<file path="src/rtl/fss_pkg.sv">
`timescale 1ns / 1ps

package fss_pkg;

  // command codes of the input channel
  typedef enum logic [1:0] {
    CMD_CLEAR  = 2'd0,
    CMD_APPEND = 2'd1,
    CMD_NAME   = 2'd2
  } fss_cmd_e;

  // scoring constants
  localparam logic [5:0]  HIT_POINTS   = 6'd10;
  localparam logic [5:0]  RUN_POINTS   = 6'd15;
  localparam logic [5:0]  START_POINTS = 6'd20;
  localparam logic [11:0] SCORE_CAP    = 12'd4095;
  localparam logic signed [12:0] SCORE_NONE = -13'sd1;

  // separator bytes
  localparam logic [7:0] SEP_SLASH      = 8'h2F;
  localparam logic [7:0] SEP_UNDERSCORE = 8'h5F;
  localparam logic [7:0] SEP_DASH       = 8'h2D;

  localparam logic [7:0] CHAR_UPPER_A = 8'h41;
  localparam logic [7:0] CHAR_UPPER_Z = 8'h5A;
  localparam logic [7:0] CASE_OFFSET  = 8'h20;

  // input item
  typedef struct packed {
    logic [1:0] command;
    logic [7:0] char_code;
    logic       last;
  } fss_in_t;

  // result item
  typedef struct packed {
    logic signed [12:0] score;
    logic               matched;
  } fss_out_t;

  // fold ascii upper case to lower case
  function automatic logic [7:0] fold_case(input logic [7:0] c);
    logic [7:0] r;
    r = c;
    if (c >= CHAR_UPPER_A && c <= CHAR_UPPER_Z) begin
      r = c + CASE_OFFSET;
    end
    return r;
  endfunction

  function automatic logic is_separator(input logic [7:0] c);
    return (c == SEP_SLASH) || (c == SEP_UNDERSCORE) || (c == SEP_DASH);
  endfunction

endpackage

</file>
<file path="src/rtl/fss_query_mem.sv">
`timescale 1ns / 1ps

module fss_query_mem #(
  parameter int DEPTH = 64,
  parameter int AW    = 6
) (
  input  logic          clk_i,
  input  logic          we_i,
  input  logic [AW-1:0] waddr_i,
  input  logic [7:0]    wdata_i,
  input  logic [AW-1:0] raddr_i,
  output logic [7:0]    rdata_o
);

  logic [7:0] mem_q [DEPTH];
  logic [7:0] rdata_q;

  // write port
  always_ff @(posedge clk_i) begin
    if (we_i) begin
      mem_q[waddr_i] <= wdata_i;
    end
  end

  // registered read with write-through on same address
  always_ff @(posedge clk_i) begin
    if (we_i && (waddr_i == raddr_i)) begin
      rdata_q <= wdata_i;
    end else begin
      rdata_q <= mem_q[raddr_i];
    end
  end

  assign rdata_o = rdata_q;

endmodule

</file>
<file path="src/rtl/fss_match_unit.sv">
`timescale 1ns / 1ps

module fss_match_unit #(
  parameter int QUERY_MAX = 64,
  parameter int AW        = 6,
  parameter int CW        = 7
) (
  input  logic             clk_i,
  input  logic             rst_ni,
  input  logic             step_i,
  input  fss_pkg::fss_in_t item_i,
  input  logic [7:0]       qchar_i,
  output logic             mem_we_o,
  output logic [AW-1:0]    mem_waddr_o,
  output logic [7:0]       mem_wdata_o,
  output logic [AW-1:0]    mem_raddr_o,
  output logic             emit_o,
  output fss_pkg::fss_out_t result_o
);

  localparam logic [CW-1:0] QMAX = CW'(QUERY_MAX);

  logic [CW-1:0] len_q, len_d;
  logic [CW-1:0] pos_q, pos_d, pos_hit;
  logic [11:0]   score_q, score_d, score_hit;
  logic          prevm_q, prevm_d;
  logic [7:0]    prevc_q, prevc_d;
  logic          start_q, start_d;
  logic          hit;
  logic [5:0]    inc;
  logic [12:0]   sum;

  // state registers
  always_ff @(posedge clk_i or negedge rst_ni) begin
    if (!rst_ni) begin
      len_q   <= '0;
      pos_q   <= '0;
      score_q <= '0;
      prevm_q <= 1'b1;
      prevc_q <= '0;
      start_q <= 1'b1;
    end else begin
      len_q   <= len_d;
      pos_q   <= pos_d;
      score_q <= score_d;
      prevm_q <= prevm_d;
      prevc_q <= prevc_d;
      start_q <= start_d;
    end
  end

  // compare against the prefetched query character
  always_comb begin
    hit = (pos_q < len_q) &&
          (fss_pkg::fold_case(item_i.char_code) == fss_pkg::fold_case(qchar_i));
    inc = fss_pkg::HIT_POINTS;
    if (prevm_q) begin
      inc = inc + fss_pkg::RUN_POINTS;
    end
    if (start_q || fss_pkg::is_separator(prevc_q)) begin
      inc = inc + fss_pkg::START_POINTS;
    end
    sum = {1'b0, score_q} + {7'd0, inc};
    if (!hit) begin
      score_hit = score_q;
      pos_hit   = pos_q;
    end else begin
      score_hit = sum[12] ? fss_pkg::SCORE_CAP : sum[11:0];
      pos_hit   = pos_q + CW'(1);
    end
  end

  // next state and result per command
  always_comb begin
    len_d       = len_q;
    pos_d       = pos_q;
    score_d     = score_q;
    prevm_d     = prevm_q;
    prevc_d     = prevc_q;
    start_d     = start_q;
    mem_we_o    = 1'b0;
    mem_waddr_o = len_q[AW-1:0];
    mem_wdata_o = item_i.char_code;
    emit_o      = 1'b0;
    result_o.score   = {1'b0, score_hit};
    result_o.matched = 1'b1;

    unique case (fss_pkg::fss_cmd_e'(item_i.command))
      fss_pkg::CMD_CLEAR: begin
        if (step_i) begin
          len_d   = '0;
          pos_d   = '0;
          score_d = '0;
          prevm_d = 1'b1;
          prevc_d = '0;
          start_d = 1'b1;
        end
      end
      fss_pkg::CMD_APPEND: begin
        if (step_i && (len_q < QMAX)) begin
          mem_we_o = 1'b1;
          len_d    = len_q + CW'(1);
        end
      end
      fss_pkg::CMD_NAME: begin
        emit_o = item_i.last;
        if (pos_hit < len_q) begin
          result_o.score   = fss_pkg::SCORE_NONE;
          result_o.matched = 1'b0;
        end
        if (step_i) begin
          if (item_i.last) begin
            pos_d   = '0;
            score_d = '0;
            prevm_d = 1'b1;
            prevc_d = '0;
            start_d = 1'b1;
          end else begin
            pos_d   = pos_hit;
            score_d = score_hit;
            prevm_d = hit;
            prevc_d = item_i.char_code;
            start_d = 1'b0;
          end
        end
      end
      default: begin
      end
    endcase

    // prefetch the query character for the next name character
    mem_raddr_o = (pos_d < QMAX) ? pos_d[AW-1:0] : '0;
  end

endmodule

</file>
<file path="src/rtl/fuzzy_subsequence_scorer.sv">
`timescale 1ns / 1ps

// channel   direction  handshake              payload
// in        input      in_valid_i/in_ready_o  in_data_i  (command, char_code, last)
// out       output     out_valid_o/out_ready_i out_data_o (score, matched)
//
// one item per cycle unless a name-ending item meets a full result slot; an item is
// held in the input register, then its result is registered after compare and add
// reset clears the query length and the name state; query bytes are not cleared
// a stalled result holds only items that finish a name; other items keep flowing

module fuzzy_subsequence_scorer #(
  parameter int QUERY_MAX = 64
) (
  input  logic              clk_i,
  input  logic              rst_ni,
  input  logic              in_valid_i,
  output logic              in_ready_o,
  input  fss_pkg::fss_in_t  in_data_i,
  output logic              out_valid_o,
  input  logic              out_ready_i,
  output fss_pkg::fss_out_t out_data_o
);

  localparam int AW = (QUERY_MAX > 1) ? $clog2(QUERY_MAX) : 1;
  localparam int CW = $clog2(QUERY_MAX + 1);

  logic              in_valid_q;
  fss_pkg::fss_in_t  in_data_q;
  logic              out_valid_q;
  fss_pkg::fss_out_t out_data_q;
  logic              advance;
  logic              emit;
  fss_pkg::fss_out_t result;
  logic              mem_we;
  logic [AW-1:0]     mem_waddr;
  logic [7:0]        mem_wdata;
  logic [AW-1:0]     mem_raddr;
  logic [7:0]        qchar;

  // the held item moves on unless it needs a result slot that is still full
  assign advance    = in_valid_q && (!emit || !out_valid_q || out_ready_i);
  assign in_ready_o = !in_valid_q || advance;

  // input register
  always_ff @(posedge clk_i or negedge rst_ni) begin
    if (!rst_ni) begin
      in_valid_q <= 1'b0;
    end else if (in_valid_i && in_ready_o) begin
      in_valid_q <= 1'b1;
    end else if (advance) begin
      in_valid_q <= 1'b0;
    end
  end

  always_ff @(posedge clk_i) begin
    if (in_valid_i && in_ready_o) begin
      in_data_q <= in_data_i;
    end
  end

  // result register
  always_ff @(posedge clk_i or negedge rst_ni) begin
    if (!rst_ni) begin
      out_valid_q <= 1'b0;
    end else if (advance && emit) begin
      out_valid_q <= 1'b1;
    end else if (out_ready_i) begin
      out_valid_q <= 1'b0;
    end
  end

  always_ff @(posedge clk_i) begin
    if (advance && emit) begin
      out_data_q <= result;
    end
  end

  assign out_valid_o = out_valid_q;
  assign out_data_o  = out_data_q;

  // scoring state and compare
  fss_match_unit #(
    .QUERY_MAX (QUERY_MAX),
    .AW        (AW),
    .CW        (CW)
  ) u_match (
    .clk_i       (clk_i),
    .rst_ni      (rst_ni),
    .step_i      (advance),
    .item_i      (in_data_q),
    .qchar_i     (qchar),
    .mem_we_o    (mem_we),
    .mem_waddr_o (mem_waddr),
    .mem_wdata_o (mem_wdata),
    .mem_raddr_o (mem_raddr),
    .emit_o      (emit),
    .result_o    (result)
  );

  // query character store
  fss_query_mem #(
    .DEPTH (QUERY_MAX),
    .AW    (AW)
  ) u_query (
    .clk_i   (clk_i),
    .we_i    (mem_we),
    .waddr_i (mem_waddr),
    .wdata_i (mem_wdata),
    .raddr_i (mem_raddr),
    .rdata_o (qchar)
  );

endmodule
</file>
<file path="config.mk">
export PLATFORM = sky130hd
export DESIGN_NAME = fuzzy_subsequence_scorer
export DESIGN_NICKNAME = d
export VERILOG_FILES = /design/src/rtl/fss_pkg.sv /design/src/rtl/fss_query_mem.sv /design/src/rtl/fss_match_unit.sv /design/src/rtl/fuzzy_subsequence_scorer.sv
export SDC_FILE = /design/constraint.sdc
export NUM_CORES = 1
export LEC_CHECK = 0
export BUFFER_PORTS_ARGS = -buffer_cell sky130_fd_sc_hd__buf_4
export CORE_UTILIZATION = 45
export DETAILED_ROUTE_END_ITERATION = 8
export PLACE_DENSITY = 0.71
export REMOVE_ABC_BUFFERS = 1
export SLEW_MARGIN = 20
export SYNTH_ARGS = -nofsm -noshare
export SYNTH_HDL_FRONTEND = slang
export SYNTH_SLANG_ARGS = --single-unit
</file>
<file path="constraint.sdc">
create_clock -name clk_i -period 8.1 [get_ports clk_i]
set_input_delay 1.62 -clock clk_i [delete_from_list [all_inputs] [get_ports clk_i]]
set_output_delay 1.62 -clock clk_i [all_outputs]
set_load 0.005 [all_outputs]
</file>
# Yosys cells after proc, flatten, opt, wreduce, memory -nomap -nowiden
# Memory sizes are Yosys's and may differ from the RTL's. A register that Yosys moved wholly into a read port is not among the register bits.
# Cells that the tools add are included.
[totals]
ram_bits = 512
memories = 1
elab_cells = 102
output_inout_bits = 16
reg_bits = 63
[memory_table]
columns = ["name", "depth", "width", "read_ports", "rd_clocked_by_memory_dff", "wr", "line_no", "text"]
rows = [
  ["u_query.mem_q", 64, 8, 1, 1, 1, "fss_query_mem.sv:15", "logic [7:0] mem_q [DEPTH];"],
]
[op_classes]
eq_ne = 9
n_addsub = 6
n_lt_le_gt_ge = 8
mux = 41
reduce_logical = 23
[ops]
columns = ["operator", "count"]
rows = [
  ["12-bit two-way mux", 5],
  ["7-bit two-way mux", 6],
  ["8-bit two-way mux", 5],
  ["7-bit case mux with 2 select lines", 2],
  ["12-bit case mux with 2 select lines", 1],
  ["8-bit by 6-bit adder with 8-bit output, second input constant", 2],
  ["8-bit by 6-bit == test with 1-bit output, second input constant", 2],
  ["8-bit by 7-bit >= comparator with 1-bit output, second input constant", 2],
  ["8-bit by 7-bit <= comparator with 1-bit output, second input constant", 2],
  ["8-bit case mux with 2 select lines", 1],
  ["7-bit by 1-bit adder with 7-bit output, second input constant", 2],
  ["7-bit less-than comparator", 2],
  ["7-bit less-than comparator, second input constant", 2],
  ["1-bit two-way mux", 14],
  ["14-bit two-way mux", 1],
  ["12-bit by 6-bit adder with 13-bit output", 1],
  ["13-bit two-way mux", 1],
  ["6-bit two-way mux", 2],
  ["8-bit by 7-bit == test with 1-bit output, second input constant", 1],
  ["8-bit == test", 1],
  ["2-bit nonzero test", 4],
  ["1-bit logical AND", 7],
  ["5-bit by 5-bit adder with 6-bit output, second input constant", 1],
  ["1-bit logical OR", 6],
  ["other kinds (9)", 14],
]

# Longest topological paths before layout
[logic_depth]
word_depth = 11
ltp_mapped = 25
mapped_depth_nobuf = 20

# Cells and area by module
# Synthesis repeated with hierarchy kept, for this count alone.
[hier_totals]
hier_cells = 1348
hier_area_um2 = 24078.1
[by_module_without_submodules]
columns = ["mod", "area_each_um2", "instances", "cells_each", "seq_area_each_um2"]
rows = [
  ["fss_query_mem", 20126.8, 1, 938, 15494.9],
  ["fss_match_unit", 3093.0, 1, 375, 903.4],
  ["fuzzy_subsequence_scorer", 858.3, 1, 35, 800.8],
]

# Least setup slack after synthesis
# No wires, ideal clock.
[synth_timing]
path_type = "flip-flop to flip-flop"
from = "register in_data_q[1] in the netlist's numbering"
to = "register out_data_q, in the netlist out_data_o[0], data pin"
setup_time_ps = 267
path_stages_with_launch = 20
t_arrival_ps = 5203
slack_ps = 2630
n_path_buf = 3
required_ps = 7833
cell_sequence = "edfxtp_1 nor3_1 a2111oi_0 a31oi_1 xnor2_1 xor2_1 o221ai_1 mux2i_2 and2_4 buf_6 buf_2 mux2_2 ha_1 a21oi_1 nor2_1 a2111oi_0 nand3_1 mux2i_1 nor2_1 buf_2"
[synth_between]
elab_chain_cells = 8
[synth_lines]
columns = ["item", "line_no", "text"]
rows = [
  ["start: declaration", "fuzzy_subsequence_scorer.sv:29", "fss_pkg::fss_in_t in_data_q;"],
  ["start signal: assignment", "fuzzy_subsequence_scorer.sv:58", "in_data_q <= in_data_i;"],
  ["8-bit by 7-bit >= comparator with 1-bit output or 8-bit by 7-bit <= comparator with 1-bit output (tied branches)", "fss_pkg.sv:45", "if (c >= CHAR_UPPER_A && c <= CHAR_UPPER_Z) begin"],
  ["1-bit logical AND", "fss_pkg.sv:45", ""],
  ["8-bit two-way mux (*)", "fss_pkg.sv:45", ""],
  ["8-bit == test (*)", "fss_match_unit.sv:55", "(fss_pkg::fold_case(item_i.char_code) == fss_pkg::fold_case(qchar_i));"],
  ["1-bit logical AND (*)", "fss_match_unit.sv:54", "hit = (pos_q < len_q) &&"],
  ["7-bit two-way mux (*)", "fss_match_unit.sv:64", "if (!hit) begin"],
  ["7-bit less-than comparator (*)", "fss_match_unit.sv:107", "if (pos_hit < len_q) begin"],
  ["14-bit two-way mux (*)", "fss_match_unit.sv:107", ""],
  ["end signal: assignment", "fuzzy_subsequence_scorer.sv:75", "out_data_q <= result;"],
  ["end: declaration", "fuzzy_subsequence_scorer.sv:31", "fss_pkg::fss_out_t out_data_q;"],
]
# Every way passes the cells marked *; elsewhere a longest branch is shown, timed or not.
# A chain may end at the register's enable or synchronous reset.

==> qor.csv <==
metric,value,unit
status,"finished, final reports clean",
p_int,4.89,mW
first_pass_iters,5,
fin_util,0.513,
p_comb_frac,0.027,
final_cell_mix,"edfxtp_1 (537), mux4_2 (127), nor2_1 (104)",
switching_share,0.202,
ctsHoldBuffers,0,
syn_area,0.0238,sq mm
clockPowerShare,0.432,
row_count,83,
ys_types,72,
worstHoldStart,u_match.prevc_q[3]$_DFFE_PN0P_,
place_ws,1.42,ns
synth-main-ff-cell,edfxtp_1,
cts_tree,built,
viasPerCell,6.07,
tightest_slew,1.15,ns
clockBufferDepth,3,
timing.rr.end,out_data_o[5]$_DFFE_PP_,
crit_slowest_cell,dfxtp_4,
hold_depth,1,
grt_pass1_vias,12623,
clkTransAtPathRegs,0.06,ns
cp_max_fo,39,
final_common_cell,edfxtp_1,
setup_viol,0,
fin_crit,6.71,ns
cap_viol_max_count,0,
gp_congestion,0.897,
antenna_found_initial,0,
routed_wl,53700,um
grt_pass1_wl,81200,um
critPathTopFamily,compound AO/OA/AOI/OAI gates,
whs,0.512,ns
critPathLaunchType,flop,
portBuffers,30,
min_to,u_match.prevc_q[3]$_DFFE_PN0P_,
fp.coreArea,0.0518,sq mm
cts_made_buffers,56,
drt_iter0_drc,1535,
netlist_instances,1280,
async_reset_ff_frac,0.0654,
p_sw,1.24,mW
io-pin-count,31,
overflow,0,
finalSetupTns,0,ns
synth_edf_count,537,
cellLeakagePower,8.45,nW
rsz0062_at_grt,no,
grt_usage,0.205,
fin_crit_sh,0.828,
crit_required,8.53,ns
critPathKind,flop to flop,
regToRegSetupSlack,1.39,ns
avgSynthCellArea,18.6,sq um
hold_class,flop to flop,
clk_latency,0.61,ns
initial_core_util,0.459,
synth-seq-area-share,0.722,
drc,0,
reg2reg_depth,20,
maxSlewViolCount,0,
pwr-share-seq,0.541,
syn2layout_area_growth,11.6,%
dp.cells,1960,
cts_setup_buffers,0,
arrival,7.14,ns
placed_cell_area,0.0247,sq mm
yosys_warnings,0,
ant_nets,0,
timing.final.ws_setup,1.39,ns
cts.sink_count,581,
crit_chain,buf_4 > mux4_2 > mux2_2 > o22ai_1 > o22ai_1 > ha_1 > and3_1 > nor4_1 > o311a_1 > and2_4 > nand2_2 > xnor2_1 > ha_1 > a21o_1 > a21o_1 > a2111oi_0 > nand3_1 > mux2i_1 > nor2_1 > o21ai_0,
crit_cells,20,
dpl.hpwl,33300,um
ir_drop,151,uV
finClkSkew,0.0283,ns
n_antenna_cell,0,
ys_seq_elements,581,
instances_no_fill,2063,
fmax,149,MHz
relSlewSlack,0.232,
cts_root_buffer,clkbuf_16,
power_density,231,mW/mm^2
grt_max_degree,69,
end_kind,flop,
htree_levels,2,
num-nets-final,1376,
layout-drive-gt1-share,0.215,
die-height,232,um
worst-path-buf-inv,1,
die-area,0.0538,sq mm
final_area,0.0266,sq mm
cts.repair.resized,0,
finalHoldViolCount,0,
max_stage_delay,0.88,ns
post_drt_wl_per_cell,26.1,um
dr_total_vias,12518,
power,6.13,mW
die_w,232,um
[flip-flops by register name, summed over array words and instances (netlist names), named ones only]
register,cells
u_query.mem_q,512
out_data_o,14
u_match.score_q,12
in_data_q,11
u_match.prevc_q,8
u_match.len_q,7
u_match.pos_q,7
in_valid_q,1
out_valid_o,1
u_match.prevm_q,1
u_match.start_q,1
[how the worst max path moves through the flow]
stage          startpoint                           to  slack (ns)
3_5_place_dp         flop  out_data_o[0]$_SDFFCE_PN1P_        1.42
6_report             flop      out_data_o[5]$_DFFE_PP_        1.39
4_1_cts              flop     out_data_o[11]$_DFFE_PP_        1.39
5_1_grt              flop     out_data_o[12]$_DFFE_PP_        0.79
2_1_floorplan        flop  out_data_o[0]$_SDFFCE_PN1P_       -1.21
3_3_place_gp         flop  out_data_o[0]$_SDFFCE_PN1P_        1.56
[routing by layer]
layer / share of wire / track usage / wire [um]
met1: 0.43 / 0.297 / 23200
met3: 0.079 / 0.0403 / 4230
met2: 0.47 / 0.317 / 25200
met5: 0 / 0 / 0
met4: 0.022 / 0.0535 / 1160
[logic make-up after synthesis]
| family | after synthesis | synth area share |
|---|---|---|
| compound gates | 153 | 0.0455 |
| xor+xnor | 14 | 0.00515 |
| buf+inv | 74 | 0.0205 |
| flops | 581 | 0.722 |
| mux | 181 | 0.144 |
| fa+ha+maj | 23 | 0.0124 |
| simple gates | 254 | 0.0505 |
[area by class of cell]
type                            count  area (sq um)
Clock inverter                     32           353
Multi-Input combinational cell    625          6130
Clock buffer                       71          1510
Tap cell                          680           851
Inverter                           20          75.1
Sequential cell                   581         17200
Timing Repair Buffer               54           443
Fill cell                        4034         25200
[power by group through the flow]
stage	combinational [mW]	sequential (mW)	clock [mW]
floorplan	0.0777	3.40	0
global placement	0.158	3.38	0
detailed placement	0.164	3.38	0
CTS	0.165	3.32	2.67
global route	0.184	3.32	2.79
finish	0.167	3.32	2.65
[synthesized netlist by cell type (all sizes together) (11+ instances only)]
master  count  area [sq um]
nand3      18          90.1
a21oi      26           130
nand2      48           183
o21ai      30           154
ha         22           275
edfxtp    537         16100
clkbuf     13          48.8
mux2i      44           444
buf        41           364
a22oi      18           140
inv        19          71.3
and3       16           100
a22o       11          96.3
o22ai      11          68.8
nor2      109           409
mux4      127          2860
dfrtp      36           901
No activity file was read; power rests on OpenSTA's default activity.
